`src/rtl/url_path_query_tokenizer_assert.svh`:
```
// Assertion macros shared by the tokenizer RTL.
`ifndef URL_PATH_QUERY_TOKENIZER_ASSERT_SVH
`define URL_PATH_QUERY_TOKENIZER_ASSERT_SVH

// Clocked property, disabled while reset is asserted.
`define UPQT_ASSERT(lbl, clk, rst_n, prop, msg) \
    lbl: assert property (@(posedge clk) disable iff (!rst_n) prop) else $error(msg);

// Clocked property checked during reset too.
`define UPQT_ASSERT_ALWAYS(lbl, clk, prop, msg) \
    lbl: assert property (@(posedge clk) prop) else $error(msg);

`endif

```
`src/rtl/upqt_pkg.sv`:
```
// Types, constants and helper functions of the URL path and query tokenizer.
`default_nettype none

package upqt_pkg;

    localparam int MAX_TOK    = 3;
    localparam int FIFO_AW    = 3;
    localparam int FIFO_DEPTH = 1 << FIFO_AW;

    localparam logic [7:0] CH_NUL     = 8'h00;
    localparam logic [7:0] CH_SLASH   = 8'h2F;
    localparam logic [7:0] CH_QUEST   = 8'h3F;
    localparam logic [7:0] CH_EQUAL   = 8'h3D;
    localparam logic [7:0] CH_AMP     = 8'h26;
    localparam logic [7:0] CH_PERCENT = 8'h25;

    typedef enum logic [2:0] {
        K_PATH     = 3'd0,
        K_COMP_END = 3'd1,
        K_KEY      = 3'd2,
        K_VAL      = 3'd3,
        K_COMMIT   = 3'd4,
        K_DONE     = 3'd5,
        K_REJECT   = 3'd6
    } t_kind;

    typedef enum logic [7:0] {
        PH_START   = 8'b0000_0001,
        PH_COMP    = 8'b0000_0010,
        PH_SEP     = 8'b0000_0100,
        PH_KEY     = 8'b0000_1000,
        PH_KEY_ESC = 8'b0001_0000,
        PH_VAL     = 8'b0010_0000,
        PH_VAL_ESC = 8'b0100_0000,
        PH_REJECT  = 8'b1000_0000
    } t_phase;

    typedef struct packed {
        t_kind      kind;
        logic [7:0] data;
        logic       last;
    } t_tok;

    typedef struct packed {
        logic [1:0]             cnt;
        t_tok [MAX_TOK-1:0]     tok;
    } t_tok_set;

    // {valid, nibble}
    function automatic logic [4:0] hex_val(input logic [7:0] c);
        logic [4:0] r;
        r = 5'b0;
        if (c >= 8'h30 && c <= 8'h39) begin
            r = {1'b1, c[3:0]};
        end else if ((c >= 8'h61 && c <= 8'h66) || (c >= 8'h41 && c <= 8'h46)) begin
            r = {1'b1, c[3:0] + 4'd9};
        end
        return r;
    endfunction

    function automatic t_tok_set add_tok(input t_tok_set s, input t_kind k,
                                         input logic [7:0] d);
        t_tok_set r;
        r = s;
        if (s.cnt < 2'(MAX_TOK)) begin
            r.tok[s.cnt].kind = k;
            r.tok[s.cnt].data = d;
            r.tok[s.cnt].last = 1'b0;
            r.cnt             = s.cnt + 2'd1;
        end
        return r;
    endfunction

endpackage

`default_nettype wire

```
`src/rtl/upqt_parser.sv`:
```
// Input register, parse state and per-byte token generation.
`default_nettype none

`include "url_path_query_tokenizer_assert.svh"

module upqt_parser (
    input  wire logic              i_clk,
    input  wire logic              i_rst_n,
    input  wire logic              i_valid,
    input  wire logic [7:0]        i_char,
    output upqt_pkg::t_tok_set     o_toks
);

    logic                r_in_valid;
    logic [7:0]          r_in_char;
    upqt_pkg::t_phase    r_phase, n_phase;
    logic                r_comp_open, n_comp_open;
    logic [1:0]          r_hex_cnt, n_hex_cnt;
    logic [7:0]          r_hex_acc, n_hex_acc;

    upqt_pkg::t_tok_set  set;
    upqt_pkg::t_kind     esc_kind;
    logic [4:0]          hv;
    logic                str_end;

    always_ff @(posedge i_clk) begin
        if (!i_rst_n) begin
            r_in_valid <= 1'b0;
        end else begin
            r_in_valid <= i_valid;
        end
        r_in_char <= i_char;
    end

    always_ff @(posedge i_clk) begin
        if (!i_rst_n) begin
            r_phase     <= upqt_pkg::PH_START;
            r_comp_open <= 1'b0;
            r_hex_cnt   <= 2'd0;
            r_hex_acc   <= 8'd0;
        end else begin
            r_phase     <= n_phase;
            r_comp_open <= n_comp_open;
            r_hex_cnt   <= n_hex_cnt;
            r_hex_acc   <= n_hex_acc;
        end
    end

    always_comb begin
        n_phase     = r_phase;
        n_comp_open = r_comp_open;
        n_hex_cnt   = r_hex_cnt;
        n_hex_acc   = r_hex_acc;
        set         = '0;
        str_end     = 1'b0;
        hv          = upqt_pkg::hex_val(r_in_char);
        esc_kind    = (r_phase == upqt_pkg::PH_KEY_ESC) ? upqt_pkg::K_KEY : upqt_pkg::K_VAL;

        if (r_in_valid) begin
            unique case (r_phase)
                upqt_pkg::PH_COMP, upqt_pkg::PH_SEP: begin
                    if (r_in_char == upqt_pkg::CH_NUL || r_in_char == upqt_pkg::CH_SLASH ||
                        r_in_char == upqt_pkg::CH_QUEST) begin
                        if (r_comp_open) begin
                            set = upqt_pkg::add_tok(set, upqt_pkg::K_COMP_END, 8'd0);
                        end
                        n_comp_open = 1'b0;
                        if (r_in_char == upqt_pkg::CH_NUL) begin
                            set     = upqt_pkg::add_tok(set, upqt_pkg::K_DONE, 8'd0);
                            str_end = 1'b1;
                        end else if (r_in_char == upqt_pkg::CH_SLASH) begin
                            n_phase = upqt_pkg::PH_SEP;
                        end else begin
                            n_phase = upqt_pkg::PH_KEY;
                        end
                    end else begin
                        set         = upqt_pkg::add_tok(set, upqt_pkg::K_PATH, r_in_char);
                        n_comp_open = 1'b1;
                        n_phase     = upqt_pkg::PH_COMP;
                    end
                end
                upqt_pkg::PH_KEY: begin
                    if (r_in_char == upqt_pkg::CH_NUL) begin
                        set     = upqt_pkg::add_tok(set, upqt_pkg::K_DONE, 8'd0);
                        str_end = 1'b1;
                    end else if (r_in_char == upqt_pkg::CH_EQUAL) begin
                        n_phase = upqt_pkg::PH_VAL;
                    end else if (r_in_char == upqt_pkg::CH_PERCENT) begin
                        n_hex_cnt = 2'd0;
                        n_hex_acc = 8'd0;
                        n_phase   = upqt_pkg::PH_KEY_ESC;
                    end else begin
                        set = upqt_pkg::add_tok(set, upqt_pkg::K_KEY, r_in_char);
                    end
                end
                upqt_pkg::PH_VAL: begin
                    if (r_in_char == upqt_pkg::CH_NUL) begin
                        set     = upqt_pkg::add_tok(set, upqt_pkg::K_COMMIT, 8'd0);
                        set     = upqt_pkg::add_tok(set, upqt_pkg::K_DONE, 8'd0);
                        str_end = 1'b1;
                    end else if (r_in_char == upqt_pkg::CH_AMP) begin
                        set     = upqt_pkg::add_tok(set, upqt_pkg::K_COMMIT, 8'd0);
                        n_phase = upqt_pkg::PH_KEY;
                    end else if (r_in_char == upqt_pkg::CH_PERCENT) begin
                        n_hex_cnt = 2'd0;
                        n_hex_acc = 8'd0;
                        n_phase   = upqt_pkg::PH_VAL_ESC;
                    end else begin
                        set = upqt_pkg::add_tok(set, upqt_pkg::K_VAL, r_in_char);
                    end
                end
                upqt_pkg::PH_KEY_ESC, upqt_pkg::PH_VAL_ESC: begin
                    if (r_phase == upqt_pkg::PH_KEY_ESC && r_in_char == upqt_pkg::CH_NUL) begin
                        // incomplete key: drop pending escape byte
                        set     = upqt_pkg::add_tok(set, upqt_pkg::K_DONE, 8'd0);
                        str_end = 1'b1;
                    end else if (hv[4]) begin
                        if (r_hex_cnt < 2'd2) begin
                            n_hex_acc = {r_hex_acc[3:0], hv[3:0]};
                            n_hex_cnt = r_hex_cnt + 2'd1;
                        end else begin
                            if (r_hex_cnt == 2'd2) begin
                                set       = upqt_pkg::add_tok(set, esc_kind, r_hex_acc);
                                n_hex_cnt = 2'd3;
                            end
                            set = upqt_pkg::add_tok(set, esc_kind, r_in_char);
                        end
                    end else begin
                        // close the escape, emit decoded byte unless already out
                        if (r_hex_cnt != 2'd3) begin
                            set = upqt_pkg::add_tok(set, esc_kind, r_hex_acc);
                        end
                        n_hex_cnt = 2'd0;
                        n_hex_acc = 8'd0;
                        if (r_phase == upqt_pkg::PH_KEY_ESC) begin
                            if (r_in_char == upqt_pkg::CH_EQUAL) begin
                                n_phase = upqt_pkg::PH_VAL;
                            end else if (r_in_char != upqt_pkg::CH_PERCENT) begin
                                set     = upqt_pkg::add_tok(set, upqt_pkg::K_KEY, r_in_char);
                                n_phase = upqt_pkg::PH_KEY;
                            end
                        end else begin
                            if (r_in_char == upqt_pkg::CH_NUL) begin
                                set     = upqt_pkg::add_tok(set, upqt_pkg::K_COMMIT, 8'd0);
                                set     = upqt_pkg::add_tok(set, upqt_pkg::K_DONE, 8'd0);
                                str_end = 1'b1;
                            end else if (r_in_char == upqt_pkg::CH_AMP) begin
                                set     = upqt_pkg::add_tok(set, upqt_pkg::K_COMMIT, 8'd0);
                                n_phase = upqt_pkg::PH_KEY;
                            end else if (r_in_char != upqt_pkg::CH_PERCENT) begin
                                set     = upqt_pkg::add_tok(set, upqt_pkg::K_VAL, r_in_char);
                                n_phase = upqt_pkg::PH_VAL;
                            end
                        end
                    end
                end
                upqt_pkg::PH_REJECT: begin
                    if (r_in_char == upqt_pkg::CH_NUL) begin
                        set     = upqt_pkg::add_tok(set, upqt_pkg::K_REJECT, 8'd0);
                        str_end = 1'b1;
                    end
                end
                default: begin
                    if (r_in_char == upqt_pkg::CH_SLASH) begin
                        n_phase     = upqt_pkg::PH_COMP;
                        n_comp_open = 1'b0;
                    end else if (r_in_char == upqt_pkg::CH_NUL) begin
                        set     = upqt_pkg::add_tok(set, upqt_pkg::K_REJECT, 8'd0);
                        str_end = 1'b1;
                    end else begin
                        n_phase = upqt_pkg::PH_REJECT;
                    end
                end
            endcase

            // end of string: back to reset values
            if (str_end) begin
                n_phase     = upqt_pkg::PH_START;
                n_comp_open = 1'b0;
                n_hex_cnt   = 2'd0;
                n_hex_acc   = 8'd0;
            end

            if (set.cnt != 2'd0) begin
                set.tok[set.cnt - 2'd1].last = 1'b1;
            end
        end
    end

    assign o_toks = set;

    `UPQT_ASSERT(a_tok_needs_beat, i_clk, i_rst_n, ((set.cnt != 2'd0) |-> r_in_valid), "tokens without a registered beat")
    `UPQT_ASSERT(a_end_resets, i_clk, i_rst_n, ((r_in_valid && str_end) |=> (r_phase == upqt_pkg::PH_START && r_hex_cnt == 2'd0 && !r_comp_open)), "state not cleared after end of string")

endmodule

`default_nettype wire

```
`src/rtl/upqt_token_fifo.sv`:
```
// Token buffer: takes up to three tokens a cycle, hands out one per beat.
`default_nettype none

`include "url_path_query_tokenizer_assert.svh"

module upqt_token_fifo (
    input  wire logic              i_clk,
    input  wire logic              i_rst_n,
    input  upqt_pkg::t_tok_set     i_toks,
    output logic                   o_space_ok,
    output logic                   o_valid,
    input  wire logic              i_ready,
    output upqt_pkg::t_tok         o_tok
);

    upqt_pkg::t_tok                   r_mem [upqt_pkg::FIFO_DEPTH];
    logic [upqt_pkg::FIFO_AW-1:0]     r_wr_ptr, r_rd_ptr;
    logic [upqt_pkg::FIFO_AW:0]       r_count, n_count;
    logic                             pop;

    assign o_valid = (r_count != '0);
    assign pop     = o_valid && i_ready;
    assign o_tok   = r_mem[r_rd_ptr];
    // room for the beat in the parser register plus one more beat
    assign o_space_ok = (r_count <= (upqt_pkg::FIFO_AW+1)'(upqt_pkg::FIFO_DEPTH - 2*upqt_pkg::MAX_TOK));

    assign n_count = r_count + (upqt_pkg::FIFO_AW+1)'(i_toks.cnt)
                   - (upqt_pkg::FIFO_AW+1)'(pop);

    always_ff @(posedge i_clk) begin
        if (!i_rst_n) begin
            r_wr_ptr <= '0;
            r_rd_ptr <= '0;
            r_count  <= '0;
        end else begin
            r_wr_ptr <= r_wr_ptr + upqt_pkg::FIFO_AW'(i_toks.cnt);
            r_rd_ptr <= r_rd_ptr + upqt_pkg::FIFO_AW'(pop);
            r_count  <= n_count;
        end
    end

    always_ff @(posedge i_clk) begin
        for (int i = 0; i < upqt_pkg::MAX_TOK; i++) begin
            if (2'(i) < i_toks.cnt) begin
                r_mem[r_wr_ptr + upqt_pkg::FIFO_AW'(i)] <= i_toks.tok[i];
            end
        end
    end

    `UPQT_ASSERT(a_no_overflow, i_clk, i_rst_n, (({1'b0, r_count} + (upqt_pkg::FIFO_AW+2)'(i_toks.cnt)) <= (upqt_pkg::FIFO_AW+2)'(upqt_pkg::FIFO_DEPTH)), "token buffer overflow")
    `UPQT_ASSERT(a_push_shows, i_clk, i_rst_n, ((r_count == '0 && i_toks.cnt != 2'd0) |=> o_valid), "pushed token not presented")

endmodule

`default_nettype wire

```
`src/rtl/url_path_query_tokenizer.sv`:
```
// Path: a byte accepted at an edge is held in the parser input register and parsed from there;
// its tokens are written into the token buffer and are shown on the master side from there.
// Throughput: one byte per cycle while the token buffer keeps six free slots; a byte
// that yields k tokens takes k output beats, so the output side sets the long-run rate.
// Reset: synchronous, active low; clears the parse state and empties the token buffer.
`default_nettype none

module url_path_query_tokenizer (
    input  wire logic        i_clk,
    input  wire logic        i_rst_n,
    input  wire logic        s_axis_tvalid,
    output logic             s_axis_tready,
    input  wire logic [7:0]  s_axis_tdata,   // [7:0] char_code
    output logic             m_axis_tvalid,
    input  wire logic        m_axis_tready,
    output logic [7:0]       m_axis_tdata,   // [7:0] data_byte
    output logic [2:0]       m_axis_tuser,   // [2:0] kind
    output logic             m_axis_tlast
);

    upqt_pkg::t_tok_set toks;
    upqt_pkg::t_tok     head;
    logic               space_ok;

    assign s_axis_tready = space_ok;

    upqt_parser u_parser (
        .i_clk   (i_clk),
        .i_rst_n (i_rst_n),
        .i_valid (s_axis_tvalid && space_ok),
        .i_char  (s_axis_tdata),
        .o_toks  (toks)
    );

    upqt_token_fifo u_fifo (
        .i_clk      (i_clk),
        .i_rst_n    (i_rst_n),
        .i_toks     (toks),
        .o_space_ok (space_ok),
        .o_valid    (m_axis_tvalid),
        .i_ready    (m_axis_tready),
        .o_tok      (head)
    );

    assign m_axis_tdata = head.data;
    assign m_axis_tuser = head.kind;
    assign m_axis_tlast = head.last;

endmodule

`default_nettype wire
```
`config.mk`:
```
export PLATFORM = sky130hd
export DESIGN_NAME = url_path_query_tokenizer
export DESIGN_NICKNAME = d
export VERILOG_FILES = /design/src/rtl/upqt_pkg.sv /design/src/rtl/upqt_parser.sv /design/src/rtl/upqt_token_fifo.sv /design/src/rtl/url_path_query_tokenizer.sv
export VERILOG_INCLUDE_DIRS = /design/src /design/src/rtl
export SDC_FILE = /design/constraint.sdc
export NUM_CORES = 1
export LEC_CHECK = 0
export BUFFER_PORTS_ARGS = -buffer_cell sky130_fd_sc_hd__buf_4
export CORE_UTILIZATION = 25
export CTS_CLUSTER_SIZE = 12
export DETAILED_ROUTE_END_ITERATION = 8
export SYNTH_ARGS = -nofsm -noshare
export SYNTH_HDL_FRONTEND = slang
export SYNTH_HIERARCHICAL = 1
export SYNTH_SLANG_ARGS = --single-unit
```
`constraint.sdc`:
```
create_clock -name i_clk -period 4.45 [get_ports i_clk]
set_input_delay 0.6675 -clock i_clk [delete_from_list [all_inputs] [get_ports i_clk]]
set_output_delay 0.6675 -clock i_clk [all_outputs]
set_load 0.05 [all_outputs]
```
# After elaboration in Yosys (flattened, before gate mapping)
# Memory sizes are Yosys's and may differ from the RTL's. A register that Yosys moved wholly into a read port is not among the register bits.
# Index checks and enable logic that the tools add are counted.
# word_totals
romBits,0
regBits,38
ram_bits,96
latch_bits,0
mem_count,1
# op_classes
magnitude_cmp,28
n_reduce_logical,28
mux,175
div_mod_pow,0
n_shift,0
eq_ne,32
bitwise,0
n_addsub,14
multipliers,0
# mem_list
name,depth,word_bits,rd,rd_clocked_by_memory_dff,write_ports,line_no,text
u_fifo.r_mem,8,12,1,1,3,upqt_token_fifo.sv:16,upqt_pkg::t_tok r_mem [upqt_pkg::FIFO_DEPTH];
# ops
op,n
two-way mux 38 bit,42
bitwise mux 36 bit,22
demux 12 bit (select 2 bit),16
two-way mux 37 bit,7
two-way mux 8 bit,28
case mux 38 bit (5 select lines),1
two-way mux 12 bit,8
"equality test 8 x 6 -> 1 bit, second input constant",6
two-way mux 9 bit,5
case mux 8 bit (5 select lines),1
two-way mux 36 bit,1
two-way mux 2 bit,13
case mux 8 bit (3 select lines),1
two-way mux 1 bit,23
"less-than comparator 2 x 3 -> 1 bit, second input constant",6
"!= test 3 bit, second input constant",6
"greater-or-equal comparator 8 x 7 -> 1 bit, second input constant",2
"less-or-equal comparator 8 x 7 -> 1 bit, second input constant",2
AND reduction 8 bit,2
AND reduction 13 bit,1
"adder 2 x 1 -> 2 bit, second input constant",6
"greater-or-equal comparator 2 x 1 -> 1 bit, second input constant",6
logical AND 1 bit,12
"less-than comparator 2 bit, second input constant",6
44 further kinds,54

# Depth between registers and ports, before layout
# Gate-level depths: netlist (run 1).
# depth
depth_word,48
depth_mapped,19
ltp_nobuf,17

# By module
# The synthesis (run 1) kept the hierarchy.
# modules_own_cells
module,n_inst,seq_area_each_um2,cells_per_inst,area_each_um2
upqt_token_fifo,1,3083.0,755,7128.1
upqt_parser,1,560.5,368,2815.2
url_path_query_tokenizer,1,0.0,1,6.3

# Least setup slack after synthesis (run 1)
# Ideal clock, no wire load.
# synth_path
kind,register to register
startpoint,register u_parser.r_in_char[0]
endpoint,memory u_fifo/r_mem[5][0] (netlist bit) (enable)
path_stages_with_launch,15
arrival_time_ns,3.664
path_slack_ns,0.400
required_time_ns,4.064
cell_sequence,dfxtp_1 -> inv_1 -> ha_1 -> or3b_2 -> or2_1 -> buf_2 -> buf_1 -> ha_1 -> a21oi_1 -> o31ai_1 -> nor3_1 -> a21oi_1 -> nand2_1 -> o22a_1 -> o22ai_1
# synth_lines
item,line_no,text
from (decl),upqt_parser.sv:15,logic [7:0] r_in_char;
from (signal assigned),upqt_parser.sv:32,r_in_char <= i_char;
to (decl),upqt_token_fifo.sv:16,

==> results of run 1 <==
per-layer routing:
layer  vias to the layer above  wire [um]  share of wire (%)  track usage [%]
met1                      4485      14200                 42             22.8
met5                         -         18              0.053                0
li1                       4210          -                  -                -
met4                         2        888                2.6             5.14
met2                       526      15200                 45             25.8
met3                        60       3310                9.8             3.24
final timing paths:
path | to | slack (ns) | cells past startpoint
hold / removal | u_parser/r_in_char[5]$_DFF_P_ | 0.34 | 1
setup / recovery | u_fifo/r_mem[2][8]$_DFFE_PP_ | 0.25 | 14
setup reg to reg | u_fifo/r_mem[2][8]$_DFFE_PP_ | 0.25 | 14
hold reg to reg | u_parser/r_hex_acc[6]$_SDFFE_PN0P_ | 0.48 | 2
power groups by stage:
stage | registers, uW | clock network (uW) | logic (uW)
after floorplan | 1390 | 0 | 555
after global placement | 1460 | 0 | 637
after detailed placement | 1460 | 0 | 642
after CTS | 1430 | 1530 | 645
after global routing | 1440 | 1590 | 698
final | 1430 | 1510 | 643
kinds of logic after synthesis:
| family | count (synthesis) | share of synthesized area [%] |
|---|---|---|
| adders and majority gates | 22 | 2.89 |
| AOI/OAI and AO/OA | 315 | 19.8 |
| DFF | 134 | 36.6 |
| and+or+nand+nor | 431 | 24.0 |
| xor gates and xnor gates | 13 | 1.30 |
| muxes | 55 | 8.75 |
| other | 1 | 0.0377 |
| buffers and inverters | 153 | 6.60 |
through the flow:
step           hold WS [ns]  total power [uW]  instances  utilization, %  instance area, um^2
3_3_place_gp          0.470              2090       1598            27.4                10700
5_1_grt               0.322              3720       1630            29.0                11300
2_1_floorplan         0.438              1940       1132               -                 9980
4_1_cts               0.324              3610       1630            29.0                11300
6_report              0.340              3580       1630            29.0                11300
3_5_place_dp          0.473              2100       1598            27.4                10700
registers in the layout (all words and copies together), names as in the netlist:
register and cells:
u_fifo/r_mem 96, u_parser/r_hex_acc 8, u_parser/r_in_char 8, u_parser/r_phase 8, u_fifo/r_count 4, u_fifo/r_rd_ptr 3, u_fifo/r_wr_ptr 3, u_parser/r_hex_cnt 2
u_parser/r_comp_open 1, u_parser/r_in_valid 1
final cells by class:
class	count	share of cell area, %
inverters	28	0.943
repair buffers	73	4.86
multi-input cells	845	50.7
flip-flops and latches	134	32.3
clock inverters	15	1.70
clock buffers	17	3.77
well taps	518	5.75
synthesized netlist by cell type (3+ instances only):
cell type                  instances
sky130_fd_sc_hd__mux2_2           16
sky130_fd_sc_hd__o22ai_1          12
sky130_fd_sc_hd__a22oi_1          10
sky130_fd_sc_hd__buf_4            11
sky130_fd_sc_hd__o21ai_1           4
sky130_fd_sc_hd__xnor2_1           7
sky130_fd_sc_hd__ha_1             19
sky130_fd_sc_hd__and2_1           10
sky130_fd_sc_hd__nand3b_1          7
sky130_fd_sc_hd__dfxtp_1          38
sky130_fd_sc_hd__and4_1           13
sky130_fd_sc_hd__o211ai_1          6
sky130_fd_sc_hd__inv_1            27
sky130_fd_sc_hd__nand2b_1          9
sky130_fd_sc_hd__o21ai_0         115
sky130_fd_sc_hd__xor2_1            4
sky130_fd_sc_hd__nor4_1            7
sky130_fd_sc_hd__a21oi_1          21
sky130_fd_sc_hd__nor3_1          105
sky130_fd_sc_hd__a211oi_1          3
sky130_fd_sc_hd__a21o_1            4
sky130_fd_sc_hd__or4_4             3
sky130_fd_sc_hd__and4b_1          25
sky130_fd_sc_hd__nand2_1         149
sky130_fd_sc_hd__or3b_2            3
sky130_fd_sc_hd__nor3b_1           4
sky130_fd_sc_hd__a31oi_1         100
sky130_fd_sc_hd__edfxtp_1         96
sky130_fd_sc_hd__nor4bb_1         12
sky130_fd_sc_hd__mux4_2           24
sky130_fd_sc_hd__buf_1            17
sky130_fd_sc_hd__or2_1             7
sky130_fd_sc_hd__clkbuf_1         75
sky130_fd_sc_hd__nand3_1          13
sky130_fd_sc_hd__buf_2            20
sky130_fd_sc_hd__mux2i_1          15
sky130_fd_sc_hd__nand4_1           6
sky130_fd_sc_hd__a32o_1            3
sky130_fd_sc_hd__and3_1            9
sky130_fd_sc_hd__nor2_1           23
sky130_fd_sc_hd__o21bai_1          3
sky130_fd_sc_hd__or2_2             9
==> results by stage, run 1 <==
Finish:
- The repair_antennas step left the layout with diodes totalling 0.
- The layout has 4131 filler cells.
- Leaving out fill and tap cells, the most frequent cell in the layout is sky130_fd_sc_hd__nand2_1.
- For this run, the post-layout net count is 1132.
- The area growth from synthesis to layout is 13.3%.
- The multi-input combinational cells in the finished layout cover a total of 0.00571 mm^2.
- The fraction of final layout cells with drive strength greater than 1 is 16.7%.
- In the final layout, flip-flops and latches occupy 0.00364 mm^2.
- The top cell types in the final layout, fill and taps aside, are 149 x sky130_fd_sc_hd__nand2_1, 115 x sky130_fd_sc_hd__o21ai_0, 105 x sky130_fd_sc_hd__nor3_1.

STA:
- The worst-case setup margin in the final layout is 0.253 ns.
- The final-report hold violation count was 0.
- For the finished layout, the period the worst path requires is 4.20 ns.
- After routing, the total negative slack on setup checks comes to 0 ns.
- Setup repair after global routing left no endpoint under its margin.
- The final worst-path cycle share is 94.3%.
- The largest clock skew in the final design is 0.0102 ns.
- The slew at the pin closest to its max-slew limit is 1.16 ns.
- Setup violations remaining at the end of the flow were counted as 0.
- Derived from the worst setup path, the maximum achievable clock frequency is 238 MHz.
- The count of pins over their slew limit is 0.
- The max-slew headroom at the worst pin is 22.4%.

GRT:
- Across every metal layer, demand over resource in global routing totals 16.5%.
- The initial antenna violation count came to 1.
- The via count of the first global-routing pass is 8672.
- The first global-routing pass estimated 52000 um of wire.
- The global-route congestion overflow total is 0.
- The maximum number of pins on one net before global-route repair is 60.

Outcome:
- The run finished with clean final reports.

CTS:
- The CTS buffer count is 17.
- Gates resized during post-CTS repair numbered 0.
- After clock tree synthesis, the clock-pin slew on the worst setup and hold paths is 0.06 ns.
- The clock latency on the worst-skew pair is 0.44 ns.
- The clock passes through at most 2 buffers.
- The CTS tree is built.
- The number of levels in the clock H-tree is 4.
- Once the clock tree was built, the setup fixing pass inserted 0 buffers.
- Hold repair after CTS inserted 0 buffers.
- The tree is rooted in a sky130_fd_sc_hd__clkbuf_16.
- The total clock sinks is 134.

Floorplanning:
- The chip height is 201 um.
- The die width is 201 um.
- The number of top-level pins is 26.
- The floorplan step defined a die boundary enclosing 0.0406 mm^2.
- The initialized floorplan defines 72 standard-cell rows.
- The total area inside the core boundary comes to 0.0389 mm^2.
- The initial utilization of the core area, before any placement, comes to 25.6%.

Routing:
- In the routed design, unresolved DRC markers number 0.
- The number of vias after detailed routing is 9283.
- After detailed routing, the number of vias per cell comes to 5.70.
- The total wire length is 33700 um.
- The first routing iteration left 1433 violations.
- The detailed-routing iteration count for the pre-antenna-repair pass is 6.
- The detail route stage leaves a number of antenna-violating nets equal to 0.
- The average routed wire per standard cell is 20.6 um.

Synth:
- After synthesis, the netlist uses 91 different library cells.
- Dividing the synthesized area by the synthesized cell count gives 8.85 um^2.
- The share of synthesized area occupied by flip-flops and latches is 36.6%.
- The leading area contributor after synthesis is sky130_fd_sc_hd__edfxtp_1.
- Summed over its instances, the top area cell type makes up 29.0% of the synthesized netlist area.
- The synthesized netlist occupies a cell area of 0.00995 mm^2.
- The Yosys step of the flow raised 6 warnings.
- The cell count after synthesis is 1124.
- The predominant post-synthesis flop cell is sky130_fd_sc_hd__edfxtp_1.
- The number of flops mapped to enable cells by yosys is 96.
- In the synthesized netlist the async set-or-reset flop fraction comes to 0%.
- Sorting the synthesized cells by area gives the leading types as sky130_fd_sc_hd__edfxtp_1 29%, sky130_fd_sc_hd__dfxtp_1 7.6%, sky130_fd_sc_hd__a31oi_1 6.3%.
- Synthesis inferred 134 register bits.

Place:
- Buffers placed on the I/O ports in this run total 25.
- Timing analysis after detailed placement gives a worst setup slack of 0.374 ns.
- Routability-driven placement finished with a final weighted congestion of 0.922.
- The half-perimeter wire length of the detailed placement result is 22400 um.

Worst setup path:
- STA classifies the critical path endpoint as a register.
- The cell repeated most along the worst path is sky130_fd_sc_hd__buf_4.
- Counting both buffers and inverters, the worst setup path holds a total of 4.
- In this design, the stage delay of the slowest critical-path cell is 0.49 ns.
- Data on the critical path is required at its endpoint by 4.60 ns.
- The reg-to-reg startpoint is u_parser/r_in_char[1]$_DFF_P_.
- The worst setup path startpoint is u_parser/r_in_char[1]$_DFF_P_.
- STA puts the critical path data arrival time at 4.35 ns.
- The largest delay contributor family on the critical path is simple AND/OR/NAND/NOR gates.
- The critical path goes through inv_1, ha_1, or3b_2, or2_1, buf_4, mux2i_1, o32ai_1, nor3_1, a21oi_1, buf_4, nand3b_1, buf_4, or2_1, a31oi_1.
- STA classifies the critical path startpoint as a register.
- In this run the worst path has a maximum fanout of 31.
- The cell type of the slowest stage on the worst timing path is sky130_fd_sc_hd__or3b_2.
- The path type of the worst setup path is register to register.

Pwr:
- The sequential group share of total power is 39.9%.
- The combinational power share is 17.9%.
- The net switching share of the total power is 29.7%.
- The leakage power figure is 0.00357 uW.
- Summed over all nets, the switching power comes to 1060 uW.
- The peak ir drop on the vdd network is 0.246 mV.
- For this design the ratio of total power to cell area is 318 mW/mm^2.
- The clock group share of total power is 42.2%.
- The internal power is 2520 uW.

Flow run:
- Across the run, the number of max-cap violations was 0.

Min path:
- The source of the worst hold timing path is s_axis_tdata[5].
- The type of the tightest min-delay check is primary input to register.
Power figures use the tool's default switching activity.
==> run 2, diff against run 1 <==
--- a/config.mk
+++ b/config.mk
@@ -10,6 +10,8 @@
 export CORE_UTILIZATION = 25
 export CTS_CLUSTER_SIZE = 12
 export DETAILED_ROUTE_END_ITERATION = 8
+export RECOVER_POWER = 100
+export SKIP_CTS_REPAIR_TIMING = 1
 export SYNTH_ARGS = -nofsm -noshare
 export SYNTH_HDL_FRONTEND = slang
 export SYNTH_HIERARCHICAL = 1
==> results by stage, run 2 (synthesis results as in run 1) <==
STA:
- The final worst-path cycle share is 95.9% (was 94.3%).
- The setup TNS is 0 ns (unchanged).
- The max-slew headroom at the worst pin is -23.2% (was 22.4%).
- The slew at the pin closest to its max-slew limit is 1.85 ns (was 1.16 ns).
- The final-report hold violation count is 0 (unchanged).
- Unrepaired setup endpoints after global routing: false (unchanged).
- The largest clock skew in the final design is 0.0117 ns (was 0.0102 ns).
- The count of pins over their slew limit came to 28 (was 0).
- The final number of setup-violating endpoints is 0 (unchanged).
- The minimum clock period after layout is 4.27 ns (was 4.20 ns).
- The worst-case setup margin in the final layout is 0.183 ns (was 0.253 ns).
- The fmax was 234 MHz (was 238 MHz).

Outcome:
- Run status: finished with violations (was complete, no violations).
- The checks that failed: capacitance limit, slew limit.

CTS:
- The CTS buffer count is 17 (unchanged).
- The clock transition at the registers of the reported paths came to 0.06 ns (about the same).
- The number of levels in the clock H-tree is 4 (unchanged).
- The clock latency on the worst-skew pair was 0.44 ns (about the same).
- The buffer depth of the longest clock path is 2 (unchanged).
- The root buffer selected by CTS was sky130_fd_sc_hd__clkbuf_16 (unchanged).
- The total clock sinks is 134 (unchanged).
- The CTS tree is built (unchanged).

Worst setup path:
- The worst endpoint data arrival time is 4.38 ns (was 4.35 ns).
- The endpoint type of the worst setup path is a register (unchanged).
- The data required time of the worst path is 4.56 ns (was 4.60 ns).
- The path type of the worst setup path is register to register (unchanged).
- The largest fanout of any net on the critical path is 19 (was 31).
- The critical path startpoint category is a register (unchanged).

Pwr:
- The post-layout total power was 3550 uW (was 3580 uW).
- The areal power density over the cells was 317 mW/mm^2 (was 318 mW/mm^2).
- The peak ir drop on the vdd network is 0.245 mV (was 0.246 mV).
- The leakage power figure was 0.00354 uW (was 0.00357 uW).

GRT:
- The global-route wire length before repair was 52000 um (unchanged).
- The initial antenna violation count came to 1 (unchanged).
- The global-route congestion overflow total is 0 (unchanged).
- The maximum number of pins on one net before global-route repair is 60 (unchanged).
- The total global routing track utilization was 16.5% (unchanged).
- The via count of the first global-routing pass is 8672 (unchanged).

Place:
- The placer congestion estimate was 0.922 (unchanged).
- The number of I/O port buffers came to 25 (unchanged).
- The worst setup slack before clock tree synthesis came to 0.374 ns (unchanged).
- The half-perimeter wire length of the detailed placement result is 22400 um (unchanged).
- The cell total after placement was 1598 (unchanged).

Floorplanning:
- The number of top-level pins is 26 (unchanged).
- The die width is 201 um (unchanged).
- The initial standard-cell utilization of the core was 25.6% (unchanged).
- The core area is 0.0389 mm^2 (unchanged).
- The die outline area is 0.0406 mm^2 (unchanged).
- The chip height is 201 um (unchanged).
- The row count came to 72 (unchanged).

Routing:
- The number of nets with antenna violations after detailed routing is 0 (unchanged).
- The number of vias after detailed routing is 9380 (was 9283).
- The number of violations reported at the end of detailed-routing iteration 0 is 1492 (was 1433).
- The total wire length is 33600 um (was 33700 um).
- The average routed wire per standard cell came to 20.6 um (about the same).
- The via count normalized by instance count is 5.75 (was 5.70).
- The total DRC errors in the routed layout was 0 (unchanged).
- The detailed-routing iteration count for the pre-antenna-repair pass is 7 (was 6).

Finish:
- The fill cell instance count of the final layout came to 4146 (was 4131).
- The register with the highest flop count is u_fifo/r_mem (unchanged).
- The count of non-filler cells in the finished layout is 1630 (unchanged).
- The fraction of final layout cells with drive strength greater than 1 came to 15.8% (was 16.7%).
- The commonest non-fill, non-tap cell in the layout is sky130_fd_sc_hd__nand2_1 (unchanged).
- The antenna diode count is 0 (unchanged).
- Top library cells by usage in the layout, fill and taps aside: 149 x sky130_fd_sc_hd__nand2_1, 116 x sky130_fd_sc_hd__o21ai_0, 105 x sky130_fd_sc_hd__nor3_1 (was 149 x sky130_fd_sc_hd__nand2_1, 115 x sky130_fd_sc_hd__o21ai_0, 105 x sky130_fd_sc_hd__nor3_1).
- The area growth from synthesis to layout is 12.5% (was 13.3%).
- The final layout net count came to 1132 (unchanged).
- The flip-flop count of the largest register after layout is 96 (unchanged).

Min path:
- The type of the tightest min-delay check is primary input to register (unchanged).

Flow run:
- The number of max-cap violations is 1 (was 0).
run 2: path summary, 6_finish.rpt:
kind,from,end,slack [ns],depth (start not counted)
setup / recovery,u_parser/r_in_char[1]$_DFF_P_,u_fifo/r_mem[1][6]$_DFFE_PP_,0.18,13
hold / removal,s_axis_tdata[5],u_parser/r_in_char[5]$_DFF_P_,0.36,1
setup reg to reg,u_parser/r_in_char[1]$_DFF_P_,u_fifo/r_mem[1][6]$_DFFE_PP_,0.18,13
hold reg to reg,u_parser/r_hex_acc[6]$_SDFFE_PN0P_,u_parser/r_hex_acc[6]$_SDFFE_PN0P_,0.48,2
run 2: area by class of cell:
cell class,count,area (um^2),area share [%]
Multi-Input combinational cell,845,5710,51.0
Sequential cell,134,3640,32.5
Tap cell,518,648,5.79
Timing Repair Buffer,73,469,4.19
Clock buffer,17,425,3.80
Clock inverter,15,191,1.71
Inverter,28,106,0.950
run 2: worst max-delay path, stage by stage, from the launching register on:
cell	delay, ns
sky130_fd_sc_hd__dfxtp_1	0.36
sky130_fd_sc_hd__inv_1	0.17
sky130_fd_sc_hd__ha_1	0.17
sky130_fd_sc_hd__or3b_2	0.49
sky130_fd_sc_hd__or2_1	0.29
sky130_fd_sc_hd__buf_4	0.22
sky130_fd_sc_hd__mux2i_1	0.20
sky130_fd_sc_hd__o32ai_1	0.13
sky130_fd_sc_hd__nor3_1	0.39
sky130_fd_sc_hd__a21oi_1	0.18
sky130_fd_sc_hd__nand3_2	0.13
sky130_fd_sc_hd__buf_4	0.25
sky130_fd_sc_hd__or2_1	0.69
sky130_fd_sc_hd__a31oi_1	0.27
run 2: metal layers:
| metal | global-route usage [%] | routed length (um) | part of all wire [%] |
|---|---|---|---|
| met1 | 22.8 | 14000 | 42 |
| met2 | 25.8 | 15200 | 45 |
| met3 | 3.24 | 3480 | 10 |
| met4 | 5.14 | 896 | 2.7 |
| met5 | 0 | 18 | 0.054 |
run 2: where the power goes:
group | switching (uW) | internal, uW
sequential | 79.7 | 1350
clock | 613 | 895
combinational | 368 | 245
run 2: metrics by stage:
stage / area [um^2] / hold slack [ns] / util (%)
after floorplan: 9980 / 0.438 / -
after global placement: 10700 / 0.470 / 27.4
after detailed placement: 10700 / 0.473 / 27.4
after CTS: 11300 / 0.324 / 29.0
after global routing: 11200 / 0.343 / 28.8
final: 11200 / 0.362 / 28.8
